$ cat config.mk
export PLATFORM = sky130hd
export DESIGN_NAME = rrs_edge_div
export DESIGN_NICKNAME = d
export VERILOG_FILES = /design/src/hdl/rrs_edge_div.sv
export SDC_FILE = /design/constraint.sdc
export NUM_CORES = 2
export LEC_CHECK = 0
export BUFFER_PORTS_ARGS = -buffer_cell sky130_fd_sc_hd__buf_2
export CAP_MARGIN = 5
export CORE_UTILIZATION = 45
export CTS_CLUSTER_DIAMETER = 60
export DETAILED_ROUTE_END_ITERATION = 16
export GPL_TIMING_DRIVEN = 0
export PLACE_DENSITY_LB_ADDON = 0.2
export SLEW_MARGIN = 15
export SYNTH_ARGS = -nofsm -noshare
export SYNTH_HDL_FRONTEND = slang
export SYNTH_SLANG_ARGS = --single-unit
$ cat constraint.sdc
create_clock -name i_clk -period 11.6 [get_ports i_clk]
set_clock_uncertainty 0.1 [all_clocks]
set_input_delay 2.9 -clock i_clk [delete_from_list [all_inputs] [get_ports i_clk]]
set_output_delay 2.9 -clock i_clk [all_outputs]
set_load 0.05 [all_outputs]
$ cat src/hdl/rrs_edge_div.sv
`timescale 1ns / 1ps
// ----------------------------------------------------------------------------
// rrs_edge_div
// Edge x at a row: products, sum, saturation test, one quotient bit a stage.
// ----------------------------------------------------------------------------
module rrs_edge_div #(
    parameter int FRAC_BITS = 4,
    parameter int QB        = 12,
    parameter int TW        = 18
) (
    input  logic                      i_clk,
    input  logic [QB+2:0]             i_en,
    input  logic signed [15:0]        i_xa,
    input  logic signed [16:0]        i_dx,
    input  logic signed [16:0]        i_den,
    input  logic signed [TW-1:0]      i_dt,
    input  logic                      i_flat,
    input  logic signed [17:0]        i_fx,
    output logic signed [17:0]        o_x
);

    localparam int NW = 17 + TW + 1;
    localparam int MW = NW - 1;
    localparam int VW = 17 + FRAC_BITS;
    localparam int CW = (MW > VW + QB) ? MW : VW + QB;

    logic signed [32:0]     r_p1;
    logic signed [16+TW:0]  r_p2;
    logic signed [16:0]     r3_den;
    logic                   r3_flat;
    logic signed [17:0]     r3_fx;

    logic [MW-1:0]          r4_mag;
    logic [VW-1:0]          r4_div;
    logic                   r4_neg, r4_flat;
    logic signed [17:0]     r4_fx;

    logic signed [NW-1:0]   n_num;

    logic [CW-1:0]          r_rem [0:QB-1];
    logic [VW-1:0]          r_dv  [0:QB-1];
    logic [QB-1:0]          r_q   [1:QB];
    logic                   r_neg [0:QB];
    logic                   r_sat [0:QB];
    logic                   r_flt [0:QB];
    logic signed [17:0]     r_fx  [0:QB];

    assign n_num = NW'(r_p1) + NW'(r_p2);

    always_ff @(posedge i_clk) begin
        if (i_en[0]) begin
            r_p1    <= 33'(i_xa) * 33'(i_den);
            r_p2    <= (17+TW)'(i_dx) * (17+TW)'(i_dt);
            r3_den  <= i_den;
            r3_flat <= i_flat;
            r3_fx   <= i_fx;
        end
        if (i_en[1]) begin
            r4_neg  <= n_num[NW-1];
            r4_mag  <= n_num[NW-1] ? MW'(-n_num) : MW'(n_num);
            r4_div  <= VW'($unsigned(r3_den)) << FRAC_BITS;
            r4_flat <= r3_flat;
            r4_fx   <= r3_fx;
        end
        if (i_en[2]) begin
            r_rem[0] <= CW'(r4_mag);
            r_dv[0]  <= r4_div;
            r_sat[0] <= CW'(r4_mag) >= (CW'(r4_div) << QB);
            r_neg[0] <= r4_neg;
            r_flt[0] <= r4_flat;
            r_fx[0]  <= r4_fx;
        end
    end

    for (genvar j = 1; j <= QB; j++) begin : g_step
        logic [CW-1:0] dsh;
        logic          ge;
        assign dsh = CW'(r_dv[j-1]) << (QB - j);
        assign ge  = r_rem[j-1] >= dsh;
        always_ff @(posedge i_clk) begin
            if (i_en[2+j]) begin
                r_neg[j] <= r_neg[j-1];
                r_sat[j] <= r_sat[j-1];
                r_flt[j] <= r_flt[j-1];
                r_fx[j]  <= r_fx[j-1];
            end
        end
        if (j < QB) begin : g_rem
            always_ff @(posedge i_clk) begin
                if (i_en[2+j]) begin
                    r_rem[j] <= ge ? r_rem[j-1] - dsh : r_rem[j-1];
                    r_dv[j]  <= r_dv[j-1];
                end
            end
        end
        if (j == 1) begin : g_q0
            always_ff @(posedge i_clk) begin
                if (i_en[2+j]) r_q[j] <= QB'(ge);
            end
        end else begin : g_qn
            always_ff @(posedge i_clk) begin
                if (i_en[2+j]) r_q[j] <= {r_q[j-1][QB-2:0], ge};
            end
        end
    end

    logic signed [17:0] mag_o;

    always_comb begin
        mag_o = r_sat[QB] ? 18'sd1 <<< QB : $signed(18'(r_q[QB]));
        if (r_flt[QB]) o_x = r_fx[QB];
        else           o_x = r_neg[QB] ? -mag_o : mag_o;
    end

endmodule

Word-level counts from Yosys, hierarchy flattened
Memories as Yosys holds them, arrays and structs flattened.
Cells that the tools add are included.
{ "totals": {"output_inout_bits": 18, "register_bits": 176, "ram_bits": 1089, "memories": 7} }
{ "classes": {"order_cmp": 13, "muxes": 41, "mul": 2, "addsub": 14} }
{ "memory_table": {"columns": ["memory", "words", "word_bits", "rd", "rd_ports_with_merged_regs", "wr", "line", "text"], "rows": [
  ["r_rem", 12, 35, 12, 0, 12, "40", "logic [CW-1:0] r_rem [0:QB-1];"],
  ["r_dv", 12, 21, 12, 0, 12, "41", "logic [VW-1:0] r_dv [0:QB-1];"],
  ["r_fx", 13, 18, 13, 0, 13, "46", "logic signed [17:0] r_fx [0:QB];"],
  ["r_q", 12, 12, 12, 0, 12, "42", "logic [QB-1:0] r_q [1:QB];"],
  ["r_flt", 13, 1, 13, 0, 13, "45", "logic r_flt [0:QB];"],
  ["r_neg", 13, 1, 13, 0, 13, "43", "logic r_neg [0:QB];"],
  ["+1 memories", null, null, null, null, null, null, null]
]} }
{ "ops": {"columns": ["operator", "n"], "rows": [
  ["2-to-1 mux 35 bit", 12],
  ["adder 33 x 35 -> 36 bit", 1],
  ["2-to-1 mux 18 bit", 2],
  ["greater-or-equal comparator 35 x 21 -> 1 bit", 1],
  ["greater-or-equal comparator 35 x 22 -> 1 bit", 1],
  ["greater-or-equal comparator 35 x 23 -> 1 bit", 1],
  ["greater-or-equal comparator 35 x 24 -> 1 bit", 1],
  ["greater-or-equal comparator 35 x 25 -> 1 bit", 1],
  ["greater-or-equal comparator 35 x 26 -> 1 bit", 1],
  ["greater-or-equal comparator 35 x 27 -> 1 bit", 1],
  ["greater-or-equal comparator 35 x 28 -> 1 bit", 1],
  ["greater-or-equal comparator 35 x 29 -> 1 bit", 1],
  ["greater-or-equal comparator 35 x 30 -> 1 bit", 1],
  ["greater-or-equal comparator 35 x 31 -> 1 bit", 1],
  ["greater-or-equal comparator 35 x 32 -> 1 bit", 1],
  ["greater-or-equal comparator 35 x 33 -> 1 bit", 1],
  ["multiplier 17 x 18 -> 35 bit", 1],
  ["negation 35 bit", 1],
  ["subtractor 35 x 22 -> 35 bit", 1],
  ["subtractor 35 x 23 -> 35 bit", 1],
  ["subtractor 35 x 24 -> 35 bit", 1],
  ["subtractor 35 x 25 -> 35 bit", 1],
  ["subtractor 35 x 26 -> 35 bit", 1],
  ["subtractor 35 x 27 -> 35 bit", 1],
  ["other kinds (9)", 34]
]} }

Logic depth before layout (Yosys ltp)
An unclocked memory read counts as a cell.
{ "depth": {"word_depth": 5, "depth_mapped": 26, "ltp_nobuf": 25} }

Worst setup path before layout
No wires, ideal clock.
{ "synth_timing": {"path_kind": "in2reg", "from": "input port i_xa[9]", "to": "register r_p1[32], data pin", "stages": 26, "arrival_time_ns": 8.808, "t_required_ns": 11.240, "slack_ns": 2.432, "setup_time_ns": 0.260, "n_path_buf": 2, "cell_sequence": "clkbuf_1 -> clkbuf_1 -> nand2_1 -> fa_1 -> inv_1 -> fa_1 -> inv_1 -> fa_1 -> inv_1 -> fa_1 -> fa_1 -> inv_1 -> fa_1 -> inv_1 -> ha_1 -> nand3_1 -> nor2_1 -> a21boi_0 -> a21boi_0 -> o211a_1 -> o31a_1 -> o31a_1 -> a21oi_1 -> nor2_1 -> o21ai_0 -> xnor2_1"} }
{ "synth_between": {"elab_chain_cells": 1} }
{ "synth_lines": {"columns": ["item", "line", "text"], "rows": [
  ["start, declared", "13", "input logic signed [15:0] i_xa,"],
  ["multiplier 16 x 17 -> 33 bit", "52", "r_p1 <= 33'(i_xa) * 33'(i_den);"],
  ["end signal, assigned", "52", null],
  ["end, declared", "27", "logic signed [32:0] r_p1;"]
]} }
Every way passes these cells.
A chain may end at the register's enable or synchronous reset.

Worst setup path after layout
{ "layout_timing": {"from": "input port i_dx[9]", "to": "register r_p2[34], data pin"} }
{ "layout_between": {"elab_chain_cells": 1} }
{ "layout_lines": {"columns": ["item", "line", "text"], "rows": [
  ["start, declared", "14", "input logic signed [16:0] i_dx,"],
  ["multiplier 17 x 18 -> 35 bit", "53", "r_p2 <= (17+TW)'(i_dx) * (17+TW)'(i_dt);"],
  ["end signal, assigned", "53", null],
  ["end, declared", "28", "logic signed [16+TW:0] r_p2;"]
]} }
Every way passes these cells.

==> metrics.csv <==
stage,metric,value,unit
die,dieArea,165000,sq um
sta,tns,0,ps
finish,drive_gt1_share,5.49,%
die,die_w,407,um
place,gp_congestion,0.933,
global_route,grt.total_usage,20.2,%
die,die_h,407,um
logic_synthesis,synth-edff-count,1151,
critical_path,crit_path_start_kind,primary input,
critical_path,endpoint_kind,flop,
drt,drc,0,
worst_hold_path,hold_path_class,reg -> reg,
worst_hold_path,hold_end,r_fx[0][60],
global_route,grt_pass1_wl,258000,um
finish,final_cell_mix,"edfxtp_1 (1151), inv_1 (1030), fa_1 (599)",
critical_path,worstPathRequired,11910,ps
job,cap_violations,0,
clock_network,tritoncts,yes,
logic_synthesis,async_flop_share,0,%
logic_synthesis,synth_seq_area_share,46.9,%
place,portBuffers,111,
logic_synthesis,yosysWarnings,0,
sta,setup_viol,0,
critical_path,worstReg2RegStart,r_p1[0],
drt,drtIter0Drc,2781,
finish,final_net_count,7659,
die,start_util,45.3,%
drt,drt_first_pass_iters,6,
sta,finalHoldViolations,0,
status,status,"complete, no violations",
finish,seqCellArea,34600,sq um
sta,rsz0062_at_grt,no,
drt,via_per_inst,5.24,
global_route,grt_max_degree,64,
die,core,163000,sq um
sta,maxSlewViolCount,0,
critical_path,r2r_end,r4_mag[34],
global_route,grt_pass1_vias,46900,
finish,final_common_cell,edfxtp_1,
global_route,antenna_found_initial,8,
global_route,overflow,0,
sta,slew_headroom,22.1,%
clock_network,cts_hold_buf,0,
logic_synthesis,ys_ff_latch,1151,
sta,tightestPinTransition,1160,ps
logic_synthesis,ys.flop_type,edfxtp_1,
clock_network,clockBufferDepth,3,
clock_network,cts_root_buf,clkbuf_16,
clock_network,post_cts_resize_count,0,
sta,finalCritPeriodShare,85.2,%
drt,routedWlPerCell,18.6,um
logic_synthesis,syn_area_per_cell,11.7,sq um
logic_synthesis,syn_nets,7411,
clock_network,cts_setup_buffers,0,
critical_path,regToRegSetupSlack,5990,ps
clock_network,clk_pin_slew,60,ps
sta,period_needed,9880,ps
die,ios,121,
critical_path,critical_path_class,in -> reg,
die,rows,148,
drt,wirelength,164000,um
logic_synthesis,syn_area,73700,sq um
drt,postRouteAntennaNets,0,
finish,fillCellCount,14600,
clock_network,cts.htree.levels,3,
clock_network,clk_latency,770,ps
critical_path,cp.arrival,10200,ps
critical_path,startpoint,i_dx[9],
drt,vias,46200,
finish,multi_input_area,34700,sq um
worst_hold_path,hold_start,r_fx[0][42],
clock_network,cts_sinks,1151,
finish,area_delta_synth_final,10.3,%
logic_synthesis,synth_cells,6280,
logic_synthesis,yosysUniqueCellTypes,79,
sta,fmax,0.101,GHz
place,post-dp-hpwl,131000,um
critical_path,r2r_cells,13,
clock_network,cts_made_buffers,121,
critical_path,crit_fanout,10,
worst_hold_path,min_path_cells,0,
critical path, cell delays in order:
cell       delay, ps
clkbuf_1         580
clkbuf_1         600
nand2_1          160
fa_1             530
inv_1             50
fa_1             500
inv_1             60
fa_1             530
inv_1             50
fa_1             500
fa_1             510
inv_1             50
fa_1             470
inv_1             40
ha_1             310
nand3_1          130
a2111oi_0        400
o31ai_1          190
a211oi_1         370
nor2_1           140
o21ai_0          360
o41a_1           250
a211oi_1         120
o21bai_1         160
a21oi_1          100
xnor2_1          140
stage by stage:
step                hold WS [ps]  instance area, sq um  setup slack, ps  utilization (%)  instances
CTS                          259                 81200             1770             50.0       8804
detailed placement           305                 77400             1070             47.6       8580
floorplan                    300                 73700             2430                -       6280
finish                       258                 81200             1720             50.0       8806
global placement             300                 76900             1040             47.3       8566
global route                 260                 81200             1400             50.0       8805
worst max path at each step:
| stage | cells after the start | slack [ps] | end |
|---|---|---|---|
| CTS | 26 | 1770 | r_p2[34] |
| detailed placement | 26 | 1070 | r_p2[34] |
| finish | 26 | 1720 | r_p2[34] |
| global route | 26 | 1400 | r_p2[34] |
| floorplan | 26 | 2430 | r_p1[32] |
| global placement | 26 | 1040 | r_p2[34] |
cells by family after synthesis:
kind of cell	synth area share (%)
flops	46.9
buf+inv	5.98
fa+ha+maj	23.6
mux	0.476
compound gates	7.90
simple gates	11.2
xor+xnor	3.99
layer usage:
metal	share of wire (%)	track usage, %
met5	0.034	0
met2	53	37.0
met4	3.6	6.96
met3	3.6	2.35
met1	40	24.2
cell usage after synthesis, types with 25 or more instances:
master	instances	area, sq um
edfxtp_1	1151	34600
inv_1	1030	3870
fa_1	599	12000
nand2_1	544	2040
ha_1	429	5370
and2_1	298	1860
a21oi_1	291	1460
nor2_1	261	980
o21ai_0	246	1230
xnor2_1	203	1780
clkbuf_1	137	514
xor2_1	133	1160
a21o_1	103	773
nor3_1	87	435
nand3_1	61	305
nand2b_1	58	363
nor2b_1	51	319
nor4_1	48	300
o21a_1	46	345
or3_1	40	250
nand4_1	37	231
a211oi_1	32	240
a21boi_0	31	233
and3_1	27	169
o31ai_1	26	195
o21bai_1	25	188
state kept, by name, indices dropped and copies added, names as in the netlist, 13 cells and up:
name,cells
r4_div,17
r_fx,234
r4_mag,35
r3_den,17
r_rem,420
r3_fx,18
r_sat,13
r_p1,33
r_flt,13
r4_fx,18
r_neg,13
r_p2,35
r_dv,204
r_q,78
area by class of cell:
cell class	count	area share (%)
clock inverter	73	0.866
antenna	2	0.00616
multi-input combinational	3958	42.7
sequential	1151	42.6
timing repair buffer	125	1.21
buffer	140	0.659
inverter	1031	4.76
clock buffer	151	3.87
tap	2175	3.35
Power is left out: the tool's default activity adds up to more than one toggle a clock period on the data nets, which glitch-free logic cannot reach.
