File: src/hdl/rrs_pkg.sv
`timescale 1ns / 1ps
// ----------------------------------------------------------------------------
// rrs_pkg
// Shared types and codes of the rotated rectangle row span pipeline.
// ----------------------------------------------------------------------------
package rrs_pkg;

    localparam int COORD_W = 16;
    localparam int ROW_W   = 11;
    localparam int COLOR_W = 24;
    localparam int CFG_W   = 12;

    // order of the selected corners
    localparam int SEL_HI = 0;
    localparam int SEL_LO = 1;
    localparam int SEL_LE = 2;
    localparam int SEL_RI = 3;

    localparam logic CFG_IMAGE_WIDTH  = 1'b0;
    localparam logic CFG_IMAGE_HEIGHT = 1'b1;

    typedef enum logic [1:0] {
        ST_COVERED = 2'd0,
        ST_EMPTY   = 2'd1,
        ST_DEGEN   = 2'd2
    } t_status;

    typedef struct packed {
        t_status            status;
        logic [ROW_W-1:0]   span_start;
        logic [ROW_W-1:0]   span_end;
        logic [COLOR_W-1:0] color;
        logic               rot;
    } t_side;

endpackage

File: src/hdl/rrs_corner_sel.sv
`timescale 1ns / 1ps
// ----------------------------------------------------------------------------
// rrs_corner_sel
// Picks top, bottom, left and right corners; ties go to the lower index.
// ----------------------------------------------------------------------------
module rrs_corner_sel (
    input  logic                                 i_clk,
    input  logic                                 i_en,
    input  logic signed [rrs_pkg::COORD_W-1:0]   i_x [4],
    input  logic signed [rrs_pkg::COORD_W-1:0]   i_y [4],
    input  logic        [rrs_pkg::ROW_W-1:0]     i_row,
    input  logic        [rrs_pkg::COLOR_W-1:0]   i_color,
    output logic signed [rrs_pkg::COORD_W-1:0]   o_cx [4],
    output logic signed [rrs_pkg::COORD_W-1:0]   o_cy [4],
    output logic        [rrs_pkg::ROW_W-1:0]     o_row,
    output logic        [rrs_pkg::COLOR_W-1:0]   o_color
);

    logic [1:0] hi, lo, le, ri;

    always_comb begin
        hi = 2'd0;
        lo = 2'd0;
        le = 2'd0;
        ri = 2'd0;
        for (int i = 1; i < 4; i++) begin
            if (i_y[hi] > i_y[i]) hi = 2'(i);
            if (i_y[lo] < i_y[i]) lo = 2'(i);
            if (i_x[le] > i_x[i]) le = 2'(i);
            if (i_x[ri] < i_x[i]) ri = 2'(i);
        end
    end

    always_ff @(posedge i_clk) begin
        if (i_en) begin
            o_cx[rrs_pkg::SEL_HI] <= i_x[hi];
            o_cy[rrs_pkg::SEL_HI] <= i_y[hi];
            o_cx[rrs_pkg::SEL_LO] <= i_x[lo];
            o_cy[rrs_pkg::SEL_LO] <= i_y[lo];
            o_cx[rrs_pkg::SEL_LE] <= i_x[le];
            o_cy[rrs_pkg::SEL_LE] <= i_y[le];
            o_cx[rrs_pkg::SEL_RI] <= i_x[ri];
            o_cy[rrs_pkg::SEL_RI] <= i_y[ri];
            o_row                 <= i_row;
            o_color               <= i_color;
        end
    end

endmodule

File: config.mk
export PLATFORM = sky130hd
export DESIGN_NAME = rrs_corner_sel
export DESIGN_NICKNAME = d
export VERILOG_FILES = /design/src/hdl/rrs_pkg.sv /design/src/hdl/rrs_corner_sel.sv
export SDC_FILE = /design/constraint.sdc
export NUM_CORES = 1
export LEC_CHECK = 0
export ABC_AREA = 0
export CAP_MARGIN = 25
export CORE_MARGIN = 4
export CORE_UTILIZATION = 43
export CTS_CLUSTER_DIAMETER = 200
export CTS_CLUSTER_SIZE = 30
export DETAILED_ROUTE_END_ITERATION = 10
export DONT_BUFFER_PORTS = 1
export PLACE_DENSITY = 0.58
export SLEW_MARGIN = 10
export SYNTH_ARGS = -nofsm -noshare
export SYNTH_HDL_FRONTEND = slang
export SYNTH_SLANG_ARGS = --single-unit
export TNS_END_PERCENT = 5
File: constraint.sdc
create_clock -name i_clk -period 11.4 [get_ports i_clk]
set_clock_uncertainty 0.05 [all_clocks]
set_input_delay 2.28 -clock i_clk [delete_from_list [all_inputs] [get_ports i_clk]]
set_output_delay 2.28 -clock i_clk [all_outputs]
set_load 0.01 [all_outputs]
**Yosys cells after proc, flatten, opt, wreduce, memory -nomap -nowiden**

Index checks and enable logic that the tools add are counted.

- $lt $le $gt $ge: 24
- Multiplexer cells: 60
- Bitwise logic cells: 12

Operators with widths:

| kind | count |
|---|---|
| $bmux W16 S2 | 16 |
| $mux W16 | 32 |
| $gt A16 B16 Y1 | 6 |
| $lt A16 B16 Y1 | 6 |
| $ge A3 B3 Y1 const B | 12 |
| $not A2 Y3 | 12 |
| $mux W2 | 8 |
| $mux W1 | 4 |

- Bits in registers: 163
- Bits of input ports: 165
- Output and inout bits: 163
- Logic and storage cells: 106

**Depth between registers and ports, before layout**

Gate-level depths: netlist (run 1).

- Depth after elaboration: 18
- Gate-level depth with buffers: 32
- Gate-level depth less buffers: 29

**Worst setup path after synthesis (run 1)**

No wires, ideal clock.

- Path type: input to register
- Start: input i_x[47] (netlist name)
- End: register o_cx[10] (netlist name) (data pin)
- Setup time: 260 ps
- Data arrival time: 8716 ps
- Data required time: 11090 ps
- Slack: 2373 ps
- Stages: 29
- Buffers on the path: 3
- Cell sequence: inv_1 ha_1 nand4_1 or4_4 a21o_1 and3b_4 mux2i_4 buf_2 mux2_2 ha_1 nand4_1 or3_1 or4b_2 o311ai_4 o21ai_2 clkbuf_1 nor2_1 a21oi_1 ha_1 a21o_1 a21o_1 a21o_1 a21o_1 a21oi_1 o211ai_1 nor3_1 a21oi_2 buf_6 mux2_4

- Word-level cells in the longest chain between the ends: 18

RTL lines:

| item | RTL line | RTL |
|---|---|---|
| start: declaration | rrs_corner_sel.sv:9 | `input logic signed [rrs_pkg::COORD_W-1:0] i_x [4],` |
| $lt A16 B16 Y1 | rrs_corner_sel.sv:30 | `if (i_x[ri] < i_x[i]) ri = 2'(i);` |
| $mux W1 | rrs_corner_sel.sv:30 |  |
| $not A2 Y3 (not written as such) | rrs_corner_sel.sv:30 |  |
| $bmux W16 S2 | rrs_corner_sel.sv:30 |  |
| $mux W16 (not written as such) (2 in a row) | rrs_corner_sel.sv:30 |  |
| $lt A16 B16 Y1 | rrs_corner_sel.sv:30 |  |
| $mux W2 | rrs_corner_sel.sv:30 |  |
| $not A2 Y3 (not written as such) | rrs_corner_sel.sv:30 |  |
| $bmux W16 S2 | rrs_corner_sel.sv:30 |  |
| $mux W16 (not written as such) (2 in a row) | rrs_corner_sel.sv:30 |  |
| $lt A16 B16 Y1 | rrs_corner_sel.sv:30 |  |
| $mux W2 * | rrs_corner_sel.sv:30 |  |
| $not A2 Y3 (not written as such) * | rrs_corner_sel.sv:42 | `o_cx[rrs_pkg::SEL_RI] <= i_x[ri];` |
| $bmux W16 S2 * | rrs_corner_sel.sv:42 |  |
| $mux W16 (not written as such) * (2 in a row) | rrs_corner_sel.sv:42 |  |
| end signal: indexed assignment | rrs_corner_sel.sv:38 | `o_cx[rrs_pkg::SEL_LO] <= i_x[lo];` |
| end signal: indexed assignment | rrs_corner_sel.sv:40 | `o_cx[rrs_pkg::SEL_LE] <= i_x[le];` |
| end signal: indexed assignment | rrs_corner_sel.sv:42 |  |
| end: declaration | rrs_corner_sel.sv:13 | `output logic signed [rrs_pkg::COORD_W-1:0] o_cx [4],` |

Mark *: on every way between the ends. The rest lies on a longest branch, timed or not. The select of a mux whose other input is x is not followed.
A chain may end at the register's enable or synchronous reset.

**Worst setup path in the final report (run 1)**

- Start: input i_x[47] (netlist name)
- End: register o_cx[15] (netlist name) (data pin)

- Word-level cells in the longest chain between the ends: 18

RTL lines:

| item | RTL line |
|---|---|
| $lt A16 B16 Y1 | rrs_corner_sel.sv:30 |
| $mux W1 | rrs_corner_sel.sv:30 |
| $not A2 Y3 (not written as such) | rrs_corner_sel.sv:30 |
| $bmux W16 S2 | rrs_corner_sel.sv:30 |
| $mux W16 (not written as such) (2 in a row) | rrs_corner_sel.sv:30 |
| $lt A16 B16 Y1 | rrs_corner_sel.sv:30 |
| $mux W2 | rrs_corner_sel.sv:30 |
| $not A2 Y3 (not written as such) | rrs_corner_sel.sv:30 |
| $bmux W16 S2 | rrs_corner_sel.sv:30 |
| $mux W16 (not written as such) (2 in a row) | rrs_corner_sel.sv:30 |
| $lt A16 B16 Y1 | rrs_corner_sel.sv:30 |
| $mux W2 | rrs_corner_sel.sv:30 |
| $not A2 Y3 (not written as such) | rrs_corner_sel.sv:42 |
| $bmux W16 S2 * | rrs_corner_sel.sv:42 |
| $mux W16 (not written as such) * (2 in a row) | rrs_corner_sel.sv:42 |

Marked as above.

==> run metrics, run 1 <==
vias after detailed routing 9283; Antenna diodes 0; Inserted Clock Buffers 17; Tightest Pin Transition 1.058 ns; DR iter-0 viols 652; Worst Path Max Fanout 31; EDFF count, synth 163; library cells used by synthesis 56; Die Y-Extent 183.5 µm; final hold violation count 0; gr ovfl total 0; number of global-route vias before repair 9475; fin nets 1513; Critical-path top delay cell or4b_2; PortBufs 0; Post-Syn Area 0.01324 mm²; Fin Setup TNS 0 ns; drt first pass iters 6; RSZ-0062 raised after global routing false; sequential share of the synthesized area 36.96%; Placer Congestion 0.8899; pin count of the biggest net entering global routing 164; CTS Buffer Depth 2; Peak VDD IR 0.1023 mV; num rows 63; Yosys top cell by area edfxtp_1; first-pass GRT wire length 60020 µm; CP bufs+invs 4; # DRC 0; Crit. End Element register; # resized after CTS 0; Yosys top cell area share 36.96%; share of cells above drive strength 1 21.49%; Synth Flop Type edfxtp_1; initial antenna violation count 0; status complete, no violations; Total Wirelength 40030 µm; delay of the slowest critical-path stage 0.69 ns; Mapped Avg Cell Area 11.06 µm²; DP HPWL 30470 µm; post-route clock period utilization 87.51%; Hold EP o_color[17]; Ports 328; Syn Nets 1518; Die X 183.5 µm; Hold Path Class primary input to register; Power Total 2.687 mW; Pleak 6.248 nW; CTS Root Cell clkbuf_16; die area 0.03366 mm²; postcts setup bufs 0; Routed Antenna Nets 0; hold path depth 0; Via density 5.820; Area Overhead vs Synth 8.428%; Max Freq 0.1002 GHz; Post-Syn Instances 1197; CP Data Required Time 11.54 ns; core box area 0.03003 mm²; Area contributors post-synth edfxtp_1, ha_1, mux2_2; Slew headroom 29.27%; final core utilization 47.81%; post-synthesis register bit count 163; Num Clock Sinks 163; total power divided by cell area 187.1 mW/mm²; Hold Path Origin i_color[17]; share of flip-flops with an asynchronous set or reset 0%; most used cell, CP a21o_1; H-tree depth 4; CTS tree built; GRT Resource Usage Total 23.23%; max cap viols 0; WS Path Type primary input to register; Final Max Slew Viols 0; Critical Path Source Type primary input; Top delay family on crit path simple AND/OR/NAND/NOR gates; final setup violation count 0; Hold Buf Count CTS 0; DR WL/cell 25.09 µm; Clock transition at path regs 0.07 ns; Critical Path AT 10.12 ns; Synthesis Warnings 0; Initial Util 44.09%; Final Critical Period 9.976 ns
## Yosys cell counts, types with 8 or more instances
| master | number |
|---|---|
| o21a_1 | 8 |
| nor2_1 | 59 |
| buf_2 | 9 |
| nand4_1 | 31 |
| mux2i_1 | 132 |
| ha_1 | 156 |
| a21oi_1 | 79 |
| clkbuf_1 | 25 |
| mux2_4 | 26 |
| nand2_1 | 59 |
| edfxtp_1 | 163 |
| o21ai_0 | 62 |
| nor2b_1 | 12 |
| inv_1 | 103 |
| nand3_1 | 14 |
| nand2b_1 | 10 |
| mux2_2 | 164 |
| a21o_1 | 25 |
## layout make-up
class | count | area [µm²]
sequential | 163 | 4895
fill | 2710 | 15680
timing repair buffer | 20 | 150.1
clock buffer | 17 | 425.4
inverter | 103 | 386.6
clock inverter | 15 | 165.2
tap | 390 | 488.0
multi-input combinational | 887 | 7848
## how the worst max path moves through the flow
stage	start	endpoint	slack, ns	cells after the start
4_1_cts	i_x[47]	o_cx[15]	1.47	28
3_3_place_gp	i_x[47]	o_cx[15]	0.99	28
5_1_grt	i_x[47]	o_cy[0]	1.11	29
3_5_place_dp	i_x[47]	o_cx[15]	1.01	28
2_1_floorplan	i_x[47]	o_cx[10]	2.37	29
6_report	i_x[47]	o_cx[15]	1.42	28
## placed cells by master, fill, tap and decap left out, drive strengths merged, types with 2 or more instances in the layout
cell type / instances
nor3b: 2
a21oi: 80
nand3: 14
o22ai: 2
and3b: 2
mux2i: 133
a41oi: 3
o21ai: 64
or3: 3
edfxtp: 163
buf: 20
nand2b: 10
a211oi: 4
o311ai: 2
clkbuf: 17
nor2: 59
nor2b: 12
inv: 110
o21a: 8
a21o: 25
clkinvlp: 2
mux2: 190
nor3: 4
o211ai: 4
nand2: 59
nand4: 31
clkinv: 6
ha: 156
## report_power, final
part | internal (mW) | switching (mW)
logic | 0.510 | 0.598
clock network | 0.294 | 0.299
registers | 0.856 | 0.130
total | 1.66 | 1.03
## routing by layer
layer	global-route usage, %	share of wire (%)	vias to the layer above
met5	0	0	-
met4	4.976	1.2	0
met3	6.589	7.0	25
met2	36.86	46	297
met1	31.86	46	4485
li1	-	-	4476
## cell families (layout without fill, tap and decap cells)
logic type	count (synthesis)	in the layout	share of synthesized area [%]
xor gates and xnor gates	1	1	0.06616
AOI/OAI and AO/OA	205	205	9.345
DFF	163	163	36.96
muxes	323	323	27.04
and+or+nand+nor	202	202	7.333
buffers and inverters	147	155	4.507
adders and majority gates	156	156	14.74
## sequential cells by signal, indices dropped and copies added, names as in the netlist
register	flops
o_cy	64
o_color	24
o_row	11
o_cx	64
## through the flow
stage	area (µm²)	setup slack [ns]	std cells	hold slack, ns
after floorplan	13240	2.373	1197	2.329
after global placement	13770	0.9879	1563	2.329
after detailed placement	13770	1.008	1563	2.329
after CTS	14360	1.466	1595	1.861
after global routing	14360	1.111	1595	1.857
final	14360	1.424	1595	1.880
Note: power is estimated with default switching activity, not from simulation.
==> run 2: changes to the inputs <==
Settings changed: CORE_ASPECT_RATIO from default to 1.1.
==> run 2 against run 1 <==
Against the previous run:
- worst hold slack got worse by 0.0034 ns
- clock-buffer cell count unchanged
- sequential power decreased by 0.4%
- sequential cell count unchanged
- critical endpoint is now o_cx[0]
==> run metrics, run 2 (synthesis gave the netlist of run 1 again) <==
DR WL/cell 24.70 µm (was 25.09 µm); final core utilization 47.54% (was 47.81%); Hold Buf Count CTS 0 (unchanged); final hold violation count 0 (unchanged); PortBufs 0 (unchanged); vias after detailed routing 9361 (was 9283); postcts setup bufs 0 (unchanged); GRT Resource Usage Total 23.36% (was 23.23%); H-tree depth 4 (unchanged); die area 0.03367 mm² (was 0.03366 mm²); first-pass GRT wire length 59690 µm (was 60020 µm); Placer Congestion 0.9149 (was 0.8899); Area Overhead vs Synth 9.251% (was 8.428%); Crit. End Element register (unchanged); CP startpoint i_x[47] (unchanged); most common cell after layout, fill and taps aside mux2_2 (unchanged); total power divided by cell area 188.0 mW/mm² (was 187.1 mW/mm²); Ports 328 (unchanged); # fillers 2737 (was 2710); post-route clock period utilization 86.17% (was 87.51%); Peak VDD IR 0.1158 mV (was 0.1023 mV); Critical Path AT 9.96 ns (was 10.12 ns); Total Wirelength 39980 µm (was 40030 µm); pin count of the biggest net entering global routing 164 (unchanged); Routed Antenna Nets 0 (unchanged); Die X 175.3 µm (was 183.5 µm); # resized after CTS 0 (unchanged); # DRC 0 (unchanged); number of global-route vias before repair 9972 (was 9475); CTS Root Cell clkbuf_16 (unchanged); share of cells above drive strength 1 21.49% (unchanged); num rows 67 (was 63); Top Registers o_cx (64), o_cy (64), o_color (24) (unchanged); drt first pass iters 5 (was 6); Die Y-Extent 192.0 µm (was 183.5 µm); DP Area 0.01383 mm² (was 0.01377 mm²); core box area 0.03043 mm² (was 0.03003 mm²); DR iter-0 viols 503 (was 652); Hold Path Origin i_row[7] (was i_color[17]); WS Path Type primary input to register (unchanged); CTS Buffer Depth 2 (unchanged); Critical Path Source Type primary input (unchanged); area of the multi-input gates 0.007848 mm² (unchanged); FF+latch area 0.004895 mm² (unchanged); Max Freq 0.1018 GHz (was 0.1002 GHz); post-place setup slack 1.087 ns (was 1.008 ns); status complete, no violations (unchanged); Num Clock Sinks 163 (unchanged); Final Critical Period 9.823 ns (was 9.976 ns); post-layout worst setup margin 1.577 ns (was 1.424 ns); DP HPWL 30880 µm (was 30470 µm); Via density 5.782 (was 5.820); CTS tree built (unchanged); Slew headroom 33.59% (was 29.27%); Fin Setup TNS 0 ns (unchanged); Initial Util 43.51% (was 44.09%); gr ovfl total 0 (unchanged); Antenna diodes 0 (unchanged); initial antenna violation count 0 (unchanged); CP Data Required Time 11.54 ns (about the same); final setup violation count 0 (unchanged); Clock transition at path regs 0.08 ns (was 0.07 ns); max cap viols 0 (unchanged); Pleak 6.287 nW (was 6.248 nW); Inserted Clock Buffers 17 (unchanged); RSZ-0062 raised after global routing false (unchanged); fin nets 1513 (unchanged); fin area 0.01447 mm² (was 0.01436 mm²); Final Max Slew Viols 0 (unchanged); Hold Path Class primary input to register (unchanged); Tightest Pin Transition 0.9939 ns (was 1.058 ns); Worst Path Max Fanout 31 (unchanged); most frequent cells in the layout mux2_2, edfxtp_1, ha_1, mux2i_1, inv_1 (unchanged)
-- run 2: cell count changes in the layout (fill, tap and decap cells not counted) --
cell,delta
inv_6,+4
buf_12,+3
buf_4,-3
inv_8,-3
bufinv_16,+2
clkinvlp_4,-2
clkinv_2,-1
-- run 2: cell type report --
| cell class | count | area share (%) |
|---|---|---|
| multi-input combinational | 887 | 54.25 |
| tap | 414 | 3.581 |
| inverter | 103 | 2.673 |
| timing repair buffer | 20 | 1.297 |
| clock inverter | 15 | 1.427 |
| sequential | 163 | 33.83 |
| clock buffer | 17 | 2.941 |
-- run 2: worst paths after layout --
path	end	slack (ns)	depth (start not counted)
max	o_cx[0]	1.58	25
min	o_row[7]	1.88	0
-- run 2: routing by layer --
metal / wire length, µm / up-vias / global-route usage [%]
met5: 0 / - / 0
met4: 1256 / 0 / 9.006
met3: 2890 / 66 / 7.165
met2: 19840 / 326 / 40.57
met1: 16000 / 4494 / 27.07
li1: - / 4475 / -
-- run 2: worst max-delay path, cell delays in order --
cell      delay, ns
inv_1          0.02
ha_1           0.40
nand4_1        0.18
or4_4          0.60
a21o_1         0.21
and3b_4        0.23
mux2i_4        0.15
buf_4          0.50
mux2_2         0.42
ha_1           0.32
nand4_1        0.17
or3_1          0.43
or4b_2         0.69
o311ai_4       0.13
o21ai_4        0.18
buf_4          0.29
nor2_1         0.14
a21oi_1        0.08
ha_1           0.31
nand4_1        0.13
o21ai_0        0.48
nor3_1         0.15
a21oi_4        0.81
buf_12         0.28
mux2_2         0.34
-- run 2: power breakdown --
part	internal (mW)	leakage, nW	switching [mW]
Combinational	0.521	4.38	0.594
Sequential	0.856	1.60	0.127
Clock	0.337	0.307	0.285
Total	1.71	6.29	1.01
-- run 2: stage by stage --
stage               hold WS [ns]  total power, mW  std cells
CTS                        1.849            2.752       1619
global placement           2.329            2.114       1587
detailed placement         2.329            2.116       1587
floorplan                  2.329            1.787       1197
global route               1.847            2.881       1619
finish                     1.876            2.720       1619
