**src/hdl/rrs_pkg.sv**
```systemverilog
`timescale 1ns / 1ps
// ----------------------------------------------------------------------------
// rrs_pkg
// Shared types and codes of the rotated rectangle row span pipeline.
// ----------------------------------------------------------------------------
package rrs_pkg;

    localparam int COORD_W = 16;
    localparam int ROW_W   = 11;
    localparam int COLOR_W = 24;
    localparam int CFG_W   = 12;

    // order of the selected corners
    localparam int SEL_HI = 0;
    localparam int SEL_LO = 1;
    localparam int SEL_LE = 2;
    localparam int SEL_RI = 3;

    localparam logic CFG_IMAGE_WIDTH  = 1'b0;
    localparam logic CFG_IMAGE_HEIGHT = 1'b1;

    typedef enum logic [1:0] {
        ST_COVERED = 2'd0,
        ST_EMPTY   = 2'd1,
        ST_DEGEN   = 2'd2
    } t_status;

    typedef struct packed {
        t_status            status;
        logic [ROW_W-1:0]   span_start;
        logic [ROW_W-1:0]   span_end;
        logic [COLOR_W-1:0] color;
        logic               rot;
    } t_side;

endpackage

```
**src/hdl/rrs_edge_setup.sv**
```systemverilog
`timescale 1ns / 1ps
// ----------------------------------------------------------------------------
// rrs_edge_setup
// Axis-aligned span, rotated row range and edge terms for both sides.
// ----------------------------------------------------------------------------
module rrs_edge_setup #(
    parameter int FRAC_BITS = 4,
    parameter int DMW       = 12,
    parameter int TW        = 18
) (
    input  logic                                 i_clk,
    input  logic                                 i_en,
    input  logic signed [rrs_pkg::COORD_W-1:0]   i_cx [4],
    input  logic signed [rrs_pkg::COORD_W-1:0]   i_cy [4],
    input  logic        [rrs_pkg::ROW_W-1:0]     i_row,
    input  logic        [rrs_pkg::COLOR_W-1:0]   i_color,
    input  logic        [DMW-1:0]                i_w,
    input  logic        [DMW-1:0]                i_h,
    output rrs_pkg::t_side                       o_side,
    output logic signed [rrs_pkg::COORD_W-1:0]   o_xa [2],
    output logic signed [16:0]                   o_dx [2],
    output logic signed [16:0]                   o_den [2],
    output logic signed [TW-1:0]                 o_dt [2],
    output logic                                 o_flat [2],
    output logic signed [17:0]                   o_fx [2]
);

    function automatic logic signed [17:0] trunc_px(input logic signed [15:0] v);
        logic signed [17:0] ve;
        logic signed [17:0] bias;
        ve   = 18'(v);
        bias = v[15] ? 18'((1 << FRAC_BITS) - 1) : 18'sd0;
        return (ve + bias) >>> FRAC_BITS;
    endfunction

    logic signed [17:0] ty, by, tle, tri_y, lx, rx, ws, hs, rs18;
    logic signed [17:0] top_c, bot_a, bot_r, l_c, rt_c;
    logic signed [TW-1:0] rs;
    logic [TW-1:0] ru;
    logic axis;
    rrs_pkg::t_side side;
    logic signed [15:0] xa [2], ya [2], xb [2], yb [2];
    logic [1:0] side_idx [2];

    assign side_idx[0] = 2'(rrs_pkg::SEL_LE);
    assign side_idx[1] = 2'(rrs_pkg::SEL_RI);

    always_comb begin
        ty    = trunc_px(i_cy[rrs_pkg::SEL_HI]);
        by    = trunc_px(i_cy[rrs_pkg::SEL_LO]);
        tle   = trunc_px(i_cy[rrs_pkg::SEL_LE]);
        tri_y = trunc_px(i_cy[rrs_pkg::SEL_RI]);
        lx    = trunc_px(i_cx[rrs_pkg::SEL_LE]);
        rx    = trunc_px(i_cx[rrs_pkg::SEL_RI]);
        ws    = $signed(18'(i_w));
        hs    = $signed(18'(i_h));
        rs18  = $signed(18'(i_row));
        axis  = (ty == tle) || (ty == tri_y);
        top_c = (ty < 18'sd0) ? 18'sd0 : ty;
        bot_a = (by < hs) ? by : hs;
        bot_r = (by < hs - 18'sd1) ? by : hs - 18'sd1;
        l_c   = (lx < 18'sd0) ? 18'sd0 : lx;
        rt_c  = (rx > ws) ? ws : rx;

        side.status     = rrs_pkg::ST_EMPTY;
        side.span_start = '0;
        side.span_end   = '0;
        side.color      = i_color;
        side.rot        = 1'b0;
        if (axis) begin
            if (top_c >= bot_a || rt_c <= l_c) begin
                side.status = rrs_pkg::ST_DEGEN;
            end else if (rs18 >= top_c && rs18 < bot_a) begin
                side.status     = rrs_pkg::ST_COVERED;
                side.span_start = l_c[rrs_pkg::ROW_W-1:0];
                side.span_end   = 11'(rt_c - 18'sd1);
            end
        end else begin
            if (top_c > bot_r) begin
                side.status = rrs_pkg::ST_DEGEN;
            end else if (rs18 >= top_c && rs18 <= bot_r) begin
                side.rot = 1'b1;
            end
        end

        ru = TW'(i_row) << FRAC_BITS;
        rs = $signed(ru);
        for (int k = 0; k < 2; k++) begin
            if (rs < TW'(i_cy[side_idx[k]])) begin
                xa[k] = i_cx[rrs_pkg::SEL_HI];
                ya[k] = i_cy[rrs_pkg::SEL_HI];
                xb[k] = i_cx[side_idx[k]];
                yb[k] = i_cy[side_idx[k]];
            end else begin
                xa[k] = i_cx[side_idx[k]];
                ya[k] = i_cy[side_idx[k]];
                xb[k] = i_cx[rrs_pkg::SEL_LO];
                yb[k] = i_cy[rrs_pkg::SEL_LO];
            end
        end
    end

    always_ff @(posedge i_clk) begin
        if (i_en) begin
            o_side <= side;
            for (int k = 0; k < 2; k++) begin
                o_xa[k]   <= xa[k];
                o_dx[k]   <= 17'(xb[k]) - 17'(xa[k]);
                o_den[k]  <= 17'(yb[k]) - 17'(ya[k]);
                o_flat[k] <= (17'(yb[k]) - 17'(ya[k])) <= 17'sd0;
                o_dt[k]   <= rs - TW'(ya[k]);
                o_fx[k]   <= trunc_px(xa[k]);
            end
        end
    end

endmodule

```
**config.mk**
```make
export PLATFORM = sky130hd
export DESIGN_NAME = rrs_edge_setup
export DESIGN_NICKNAME = d
export VERILOG_FILES = /design/src/hdl/rrs_pkg.sv /design/src/hdl/rrs_edge_setup.sv
export SDC_FILE = /design/constraint.sdc
export NUM_CORES = 1
export LEC_CHECK = 0
export BUFFER_PORTS_ARGS = -buffer_cell sky130_fd_sc_hd__buf_2
export CORE_MARGIN = 2
export CORE_UTILIZATION = 43
export CTS_CLUSTER_SIZE = 14
export DETAILED_ROUTE_END_ITERATION = 6
export HOLD_SLACK_MARGIN = 0.06
export PLACE_DENSITY = 0.66
export SLEW_MARGIN = 20
export SYNTH_ARGS = -nofsm -noshare
export SYNTH_HDL_FRONTEND = slang
export SYNTH_SLANG_ARGS = --single-unit
```
**constraint.sdc**
```tcl
create_clock -name i_clk -period 8.65 [get_ports i_clk]
set_clock_uncertainty 0.2 [all_clocks]
set_input_delay 0.4325 -clock i_clk [delete_from_list [all_inputs] [get_ports i_clk]]
set_output_delay 0.4325 -clock i_clk [all_outputs]
set_load 0.005 [all_outputs]
```
== Word-level counts from Yosys, hierarchy flattened ==
Cells that the tools add are included.
Storage, ports and cells
  register bits: 213
  input bits: 189
  output and inout bits: 223
  logic and storage cells: 84
Cells by class
  $add $sub $neg: 16
  order comparisons: 15
  equal/unequal tests: 2
  muxes and demuxes: 26
  bitwise logic cells: 2
  reduce and logical (&&, ||, !) cells: 6
Operators by type and width (number)
  16-bit by 5-bit adder with 17-bit output: 8
  16-bit 2-to-1 mux: 8
  16-bit by 16-bit subtractor with 17-bit output: 6
  18-bit 2-to-1 mux: 5
  17-bit by 1-bit <= comparator with 1-bit output (second input constant): 2
  16-bit < comparator: 2
  4-bit 2-to-1 mux: 8
  13-bit equality test: 2
  13-bit by 1-bit < comparator with 1-bit output (second input constant): 2
  13-bit < comparator: 2
  23-bit 2-to-1 mux: 1
  12-bit by 18-bit greater-or-equal comparator with 1-bit output: 1
  18-bit greater-or-equal comparator: 1
  18-bit greater-than comparator: 1
  12-bit by 18-bit <= comparator with 1-bit output: 1
  18-bit <= comparator: 1
  12-bit by 18-bit < comparator with 1-bit output: 1
  13-bit greater-than comparator: 1
  12-bit by 1-bit subtractor with 13-bit output (second input constant): 1
  11-bit by 2-bit subtractor with 11-bit output (second input constant): 1
  2-bit 2-to-1 mux: 3
  3-bit OR reduction: 1
  1-bit logical AND: 2
  1-bit logical OR: 2
  3 further kinds: 4

== Logic depth before layout (Yosys ltp) ==
Gate-level depths: netlist of the first run.
  depth after elaboration: 9
  depth in mapped cells: 30
  depth with buffers taken out: 28

== Worst setup path before layout of the first run ==
OpenSTA, ideal clock, no wires.
  kind: input -> register
  start point: input port i_cy[33] (netlist bit)
  end point: register o_side[48] (netlist bit) (data pin)
  library setup time: 254 ps
  data arrival time: 6077 ps
  required time: 8196 ps
  path slack: 2119 ps
  stages: 28
  buffers on the path: 2
  cells stage by stage: ha_1 -> nand3_1 -> a22oi_1 -> nand4_1 -> nor2_1 -> nand3_1 -> nor2_1 -> nand3_1 -> xnor2_1 -> ha_1 -> o21ai_0 -> nor2_1 -> a211oi_1 -> o211ai_1 -> ha_1 -> clkbuf_1 -> mux2i_1 -> ha_1 -> nor2b_1 -> o21ai_0 -> a21boi_0 -> o21ai_0 -> nand2b_1 -> a21oi_1 -> or3_1 -> or4b_2 -> clkbuf_1 -> o21a_1
RTL lines
  from (decl): line rrs_edge_setup.sv:14  | input logic signed [rrs_pkg::COORD_W-1:0] i_cy [4],
  to (signal assigned): line rrs_edge_setup.sv:105  | o_side <= side;
  to (decl): line rrs_edge_setup.sv:19  | output rrs_pkg::t_side o_side,

== Worst setup path in the final report of the first run ==
  start point: input port i_cy[47] (netlist bit)
  end point: register o_side[30] (netlist bit) (data pin)
Between the ends
  word-level cells in the longest chain between the ends: 8
  elaborated cells on any way between the ends: 10
  those cells by class: 1 x add/sub; 3 x order compare; 2 x mux; 1 x bitwise; 3 x reduce/logical
Ends and longest elaborated chain
  4-bit 2-to-1 mux: line rrs_edge_setup.sv:32  | bias = v[15] ? 18'((1 << FRAC_BITS) - 1) : 18'sd0;
  16-bit by 5-bit adder with 17-bit output (*): line rrs_edge_setup.sv:33  | return (ve + bias) >>> FRAC_BITS;
  13-bit < comparator: line rrs_edge_setup.sv:60  | bot_a = (by < hs) ? by : hs;
  18-bit 2-to-1 mux (*): line rrs_edge_setup.sv:60
  12-bit by 18-bit < comparator with 1-bit output: line rrs_edge_setup.sv:73  | end else if (rs18 >= top_c && rs18 < bot_a) begin
  1-bit logical AND: line rrs_edge_setup.sv:73
  1-bit inverter (no line)
  3-bit OR reduction (no line) (*)
Every way passes the cells marked *; elsewhere a longest branch is shown, timed or not.
A chain may end at the register's enable or synchronous reset.

==> run_results.csv, run 1 <==
group,metric,value,unit
yosys,synth-seq-cells,211,
cells_and_area,layout-drive-gt1-share,23.72,%
critical_path,startpoint_type,"input pin",
yosys,synthTopCellsByArea,"edfxtp_1 33%, ha_1 16%, xnor2_1 5.9%",
yosys,synth_warnings,0,
placement,port_buffers,411,
sta,relSlewSlack,33.39,%
yosys,syn_nets,2385,
pwr,peakVddDrop,0.0001285,V
clock_network,cts_tree,"yes",
sta,fin_crit,7.232,ns
pwr,power_leakage,10.22,nW
drt,antenna_left,0,
grt,antenna_found_initial,11,
die,start_util,43.75,%
drt,initialDrtViolationCount,1057,
clock_network,clockRootBuffer,"clkbuf_16",
grt,grt_pass1_vias,16210,
yosys,ys.flop_type,"edfxtp_1",
critical_path,worst_path_largest_cell_delay,0.84,ns
cells_and_area,multiInputGateArea,0.01173,mm^2
clock_network,ctsHoldBuffers,24,
critical_path,cp-end-kind,"register",
sta,setup-violations-final,0,
critical_path,setup.worst_path.class,"input pin to register",
cells_and_area,seq_area,0.006336,mm^2
clock_network,cts_resized,0,
hold_path,hold_path.class,"input pin to register",
critical_path,cp.required,8.84,ns
cells_and_area,nets,2795,
die,coreArea,0.04327,mm^2
grt,grtUsageTotal,28.21,%
cells_and_area,synthToLayoutAreaGrowth,19.18,%
yosys,synth_edf_count,211,
die,die_h,213.8,um
clock_network,clkSlewWorstSetupHoldPaths,0.06,ns
drt,vias,16760,
clock_network,clockBufferDepth,3,
yosys,syn_inst,1952,
critical_path,cp.arrival,7.42,ns
yosys,async_flop_share,0,%
yosys,ys_seq_area_share,33.47,%
yosys,avgSynthCellArea,9.697,um^2
sta,tightest_slew,0.9992,ns
die,dieArea,0.04571,mm^2
drt,wirelength,66410,um
sta,drv_slew,0,
grt,overflow,0,
placement,pre_cts_slack,0.8776,ns
clock_network,numCtsBuffers,25,
yosys,synth_largest_area_cell,"edfxtp_1",
critical_path,cp_max_fo,14,
run,maxCapViolCount,0,
clock_network,post_cts_buffers,0,
die,die_x,213.8,um
sta,hold_viol,0,
drt,vias_per_cell,5.640,
cells_and_area,nFillCells,4029,
sta,max_freq,138.3,MHz
die,rows,76,
grt,grt_max_degree,87,
grt,grt_pass1_wl,95520,um
sta,period_share,83.60,%
sta,setup_ws,1.418,ns
yosys,yosys.cell_types.count,87,
clock_network,htree_levels,1,
yosys,synth_top_area_share,33.47,%
die,io_pins,412,
run_status,status,"completed",
drt,drc,0,
placement,gp_congestion,0.9399,
yosys,synth_area,0.01893,mm^2
drt,wire_per_inst,22.35,um
critical_path,cp_slowest_cell,"or4b_2",
drt,drtPass1Iterations,5,
clock_network,clock_sinks,211,
sta,rsz0062_at_grt,"false",
placement,dp_hpwl,55170,um
pwr,powerDensity,172.1,mW/mm^2
sta,setup-tns-final,0,ns
critical_path,crit_top_cell,"ha_1",
==> logic make-up (layout without fill, tap and decap cells) <==
group / count (synthesis) / after routing / share of synthesized area [%]
AND/OR/NAND/NOR: 571 / 571 / 15.76
AO/OA/AOI/OAI: 402 / 402 / 14.07
adder cells (fa/ha/maj): 244 / 244 / 16.29
buffers and inverters: 218 / 644 / 4.687
flip-flops: 211 / 211 / 33.47
XOR/XNOR: 181 / 181 / 8.745
multiplexers: 125 / 125 / 6.974
other: 0 / 8 / 0
==> worst paths after layout <==
kind | startpoint | endpoint | slack (ns) | depth (start not counted)
max | i_cy[47] | o_side[30] | 1.42 | 26
min | i_cx[18] | o_xa[18] | 0.09 | 2
==> registers in the layout, summed over array words and instances (netlist names) <==
name    count
o_side     49
o_dt       34
o_dx       34
o_den      34
o_xa       32
o_fx       26
o_flat      2
==> cell usage in the layout, fill, tap and decap left out, types with 15 or more instances in the layout <==
cell type and n:
nand4_1 39, nor2_1 120, nand2_1 115, buf_2 410, and2_1 16, mux2i_1 70, xnor2_1 127, nand2b_1 19
o21ai_0 85, inv_1 157, and3_1 18, a21oi_1 119, or2_2 18, clkbuf_16 25, o21a_1 25, nor3_1 51
nor4_1 20, nor2b_1 33, ha_1 240, a21o_1 43, or3_1 15, mux2_2 55, nand3_1 52, dlygate4sd3_1 24
xor2_1 48, edfxtp_1 211
==> synthesized netlist by cell type (all sizes together), types with 9 or more instances <==
| cell type | count |
|---|---|
| a211oi | 12 |
| a21o | 43 |
| a21oi | 120 |
| a31o | 9 |
| a31oi | 10 |
| and2 | 16 |
| and3 | 18 |
| buf | 36 |
| clkbuf | 25 |
| edfxtp | 211 |
| ha | 240 |
| inv | 157 |
| mux2 | 55 |
| mux2i | 70 |
| nand2 | 115 |
| nand2b | 19 |
| nand3 | 52 |
| nand4 | 39 |
| nor2 | 120 |
| nor2b | 33 |
| nor3 | 54 |
| nor4 | 22 |
| o21a | 25 |
| o21ai | 88 |
| or2 | 22 |
| or3 | 16 |
| or4 | 11 |
| xnor2 | 129 |
| xor2 | 48 |
==> layout make-up <==
| type | instances | share of cell area, % |
|---|---|---|
| diodes | 8 | 0.08875 |
| clock buffers | 28 | 2.823 |
| well taps | 585 | 3.245 |
| inverters | 157 | 2.612 |
| repair buffers | 444 | 10.54 |
| flip-flops and latches | 211 | 28.09 |
| multi-input cells | 1523 | 51.99 |
| clock inverters | 15 | 0.6101 |
==> worst max-delay path: cells and delay by family <==
family / cells / cell delay (ns)
fa+ha+maj: 4 / 1.40
buf+inv: 2 / 0.45
simple gates: 10 / 2.49
compound gates: 8 / 1.94
xor+xnor: 1 / 0.41
mux: 1 / 0.29
==> power breakdown <==
| part | internal (mW) | total (mW) | switching [mW] |
|---|---|---|---|
| Clock | 0.588 | 1.02 | 0.435 |
| Sequential | 1.35 | 1.40 | 0.0523 |
| Combinational | 0.612 | 1.46 | 0.847 |
==> metrics by stage <==
step / area (um^2) / hold slack, ns / total power, mW / std cells / utilization (%)
detailed placement: 21520 / 0.4112 / 2.866 / 2896 / 49.74
floorplan: 18930 / 0.3314 / 2.303 / 1952 / -
global route: 22550 / 0.08057 / 4.108 / 2966 / 52.11
CTS: 22530 / 0.06311 / 3.912 / 2963 / 52.08
finish: 22560 / 0.08886 / 3.883 / 2971 / 52.14
global placement: 21520 / 0.4088 / 2.846 / 2896 / 49.74
==> per-layer routing <==
metal  vias to the layer above  share of wire (%)  GRT usage [%]
met5                         -              0.092              0
met4                        10                5.9          15.54
met3                       196                7.4          5.316
met2                       654                 47          48.47
met1                      7861                 39          33.24
li1                       8036                  -              -
Power figures use the tool's default switching activity.
==> inputs of run 2 (changes only) <==
Clock period 8.65 ns to 7.3 ns, I/O delays scaled along.
==> run 2 against run 1 <==
Net effect: non-clock buffer count increased by 48; critical path depth increased by 2; clock-buffer cell count increased by 2; sequential power increased by 19%; worst setup slack got worse by 0.78 ns; core utilization increased by 0.86 points; design area increased by 1.7%; cell count increased by 1.5%; largest power group unchanged; hold slack got worse by 0.015 ns; die area unchanged; wire length increased by 1.5%; global-route usage increased by 0.32 points; highest routed layer unchanged.
==> run_results.csv, run 2 (synthesized netlist as in run 1, its figures left out) <==
group,metric,value,unit
pwr,p_clk_share,25.7,%
critical_path,crit_top_cell,"ha_1",
sta,rsz0062_at_grt,"false",
drt,vias_per_cell,5.660,
cells_and_area,nFillCells,3981,
placement,placed_cell_area,0.02176,mm^2
cells_and_area,post-route-util,53.00,%
cells_and_area,largest_register_ffs,49,
grt,grt_pass1_wl,96490,um
critical_path,worst_path_largest_cell_delay,0.71,ns
critical_path,cp-startpoint,"i_cy[47]",
grt,antenna_found_initial,9,
critical_path,setup.worst_path.class,"input pin to register",
placement,port_buffers,411,
cells_and_area,regMostFlops,"o_side",
clock_network,htree_levels,1,
sta,drv_slew,0,
grt,overflow,0,
critical_path,cp_max_fo,14,
cells_and_area,final_common_cell,"buf_2",
clock_network,numCtsBuffers,25,
hold_path,hold_path.class,"input pin to register",
cells_and_area,layout-drive-gt1-share,24.60,%
run_status,status,"completed",
grt,grt_max_degree,84,
die,dieArea,0.04571,mm^2
sta,setup-violations-final,0,
die,die_h,213.8,um
clock_network,clock_sinks,211,
sta,max_freq,150.1,MHz
drt,vias,17060,
placement,dp_hpwl,55990,um
critical_path,cp-end-kind,"register",
clock_network,cts_resized,0,
die,start_util,43.75,%
drt,wire_per_inst,22.36,um
critical_path,startpoint_type,"input pin",
pwr,power.switching,1.611,mW
grt,grtUsageTotal,28.53,%
sta,tightest_slew,1.029,ns
clock_network,post_cts_buffers,0,
placement,gp_congestion,0.9616,
die,die_x,213.8,um
pwr,peakVddDrop,0.0001674,V
clock_network,clockRootBuffer,"clkbuf_16",
pwr,power_frac_comb,38.4,%
hold_path,hold_start,"i_cx[49]",
pwr,powerDensity,202.0,mW/mm^2
critical_path,cp.arrival,6.85,ns
drt,drtPass1Iterations,5,
sta,period_share,91.27,%
clock_network,cts_tree,"yes",
die,coreArea,0.04327,mm^2
sta,hold_viol,0,
clock_network,clkSlewWorstSetupHoldPaths,0.06,ns
drt,wirelength,67430,um
cells_and_area,fin_area,0.02293,mm^2
critical_path,cp.required,7.49,ns
pwr,p_seq_share,35.9,%
die,rows,76,
grt,grt_pass1_vias,16270,
drt,antenna_left,0,
pwr,power.total,4.632,mW
cells_and_area,synthToLayoutAreaGrowth,21.15,%
sta,fin_crit,6.662,ns
clock_network,clockBufferDepth,3,
run,maxCapViolCount,0,
drt,drc,0,
drt,initialDrtViolationCount,1186,
cells_and_area,layout_common_cells,"410 x buf_2, 240 x ha_1, 211 x edfxtp_1, 157 x inv_1, 127 x xnor2_1",
sta,setup-tns-final,0,ns
critical_path,cp_slowest_cell,"or4b_2",
pwr,power_leakage,10.44,nW
cells_and_area,nets,2843,
pwr,switching_share,34.78,%
die,io_pins,412,
sta,relSlewSlack,31.41,%
pwr,internal-power,3.021,mW
## run 2: changes by cell type in the layout (fill, tap and decap cells not counted), moves of 2 or more
cell,before,now
buf_4,8,41
clkinvlp_4,4,2
dlygate4sd3_1,24,40
clkinv_4,0,4
clkinv_1,4,2
clkbuf_1,3,5
diode_2,8,3
## run 2: cell type report
type | count | area (um^2) | share of cell area (%)
clock inverters | 14 | 120.1 | 0.5238
inverters | 157 | 589.3 | 2.570
multi-input cells | 1523 | 11730 | 51.15
repair buffers | 492 | 2774 | 12.10
well taps | 585 | 732.0 | 3.192
diodes | 3 | 7.507 | 0.03274
flip-flops and latches | 211 | 6336 | 27.63
clock buffers | 30 | 644.4 | 2.810
## run 2: power by group through the flow
stage / Clock (mW) / Combinational [mW] / Sequential (mW)
6_report: 1.19 / 1.78 / 1.66
5_1_grt: 1.26 / 1.96 / 1.68
3_5_place_dp: 0 / 1.75 / 1.69
4_1_cts: 1.21 / 1.78 / 1.66
2_1_floorplan: 0 / 1.03 / 1.70
3_3_place_gp: 0 / 1.73 / 1.69
## run 2: timing repair
item | CTS | global route
hold buffers | 40 | 0
endpoints found under the hold margin | 36 | 0
endpoints found under the setup margin | 0 | 0
## run 2: stage by stage
stage	cells	setup slack, ns	hold WS [ns]
finish	3015	0.6376	0.07370
CTS	3012	0.7567	0.06190
floorplan	1952	0.8366	0.2639
global route	3015	0.09925	0.07443
detailed placement	2928	0.2377	0.3434
global placement	2928	0.4222	0.3414
## run 2: final timing paths
check	to	slack [ns]	cells past startpoint
worst max-delay path	o_side[30]	0.64	28
worst min-delay path	o_xa[17]	0.07	2
## run 2: routing by layer
metal | global-route usage [%] | vias up | part of all wire (%)
met2 | 49.75 | 724 | 48
li1 | - | 8112 | -
met1 | 34.97 | 8066 | 40
met5 | 0 | - | 0.12
met3 | 4.364 | 150 | 7.6
met4 | 12.31 | 12 | 4.3
## run 2: critical path, delay by kind of cell
| kind | cells | cell delay [ns] |
|---|---|---|
| xor gates and xnor gates | 1 | 0.23 |
| and+or+nand+nor | 10 | 2.29 |
| adders and majority gates | 4 | 1.26 |
| AOI/OAI and AO/OA | 8 | 1.61 |
| muxes | 1 | 0.29 |
| buffers and inverters | 4 | 0.78 |
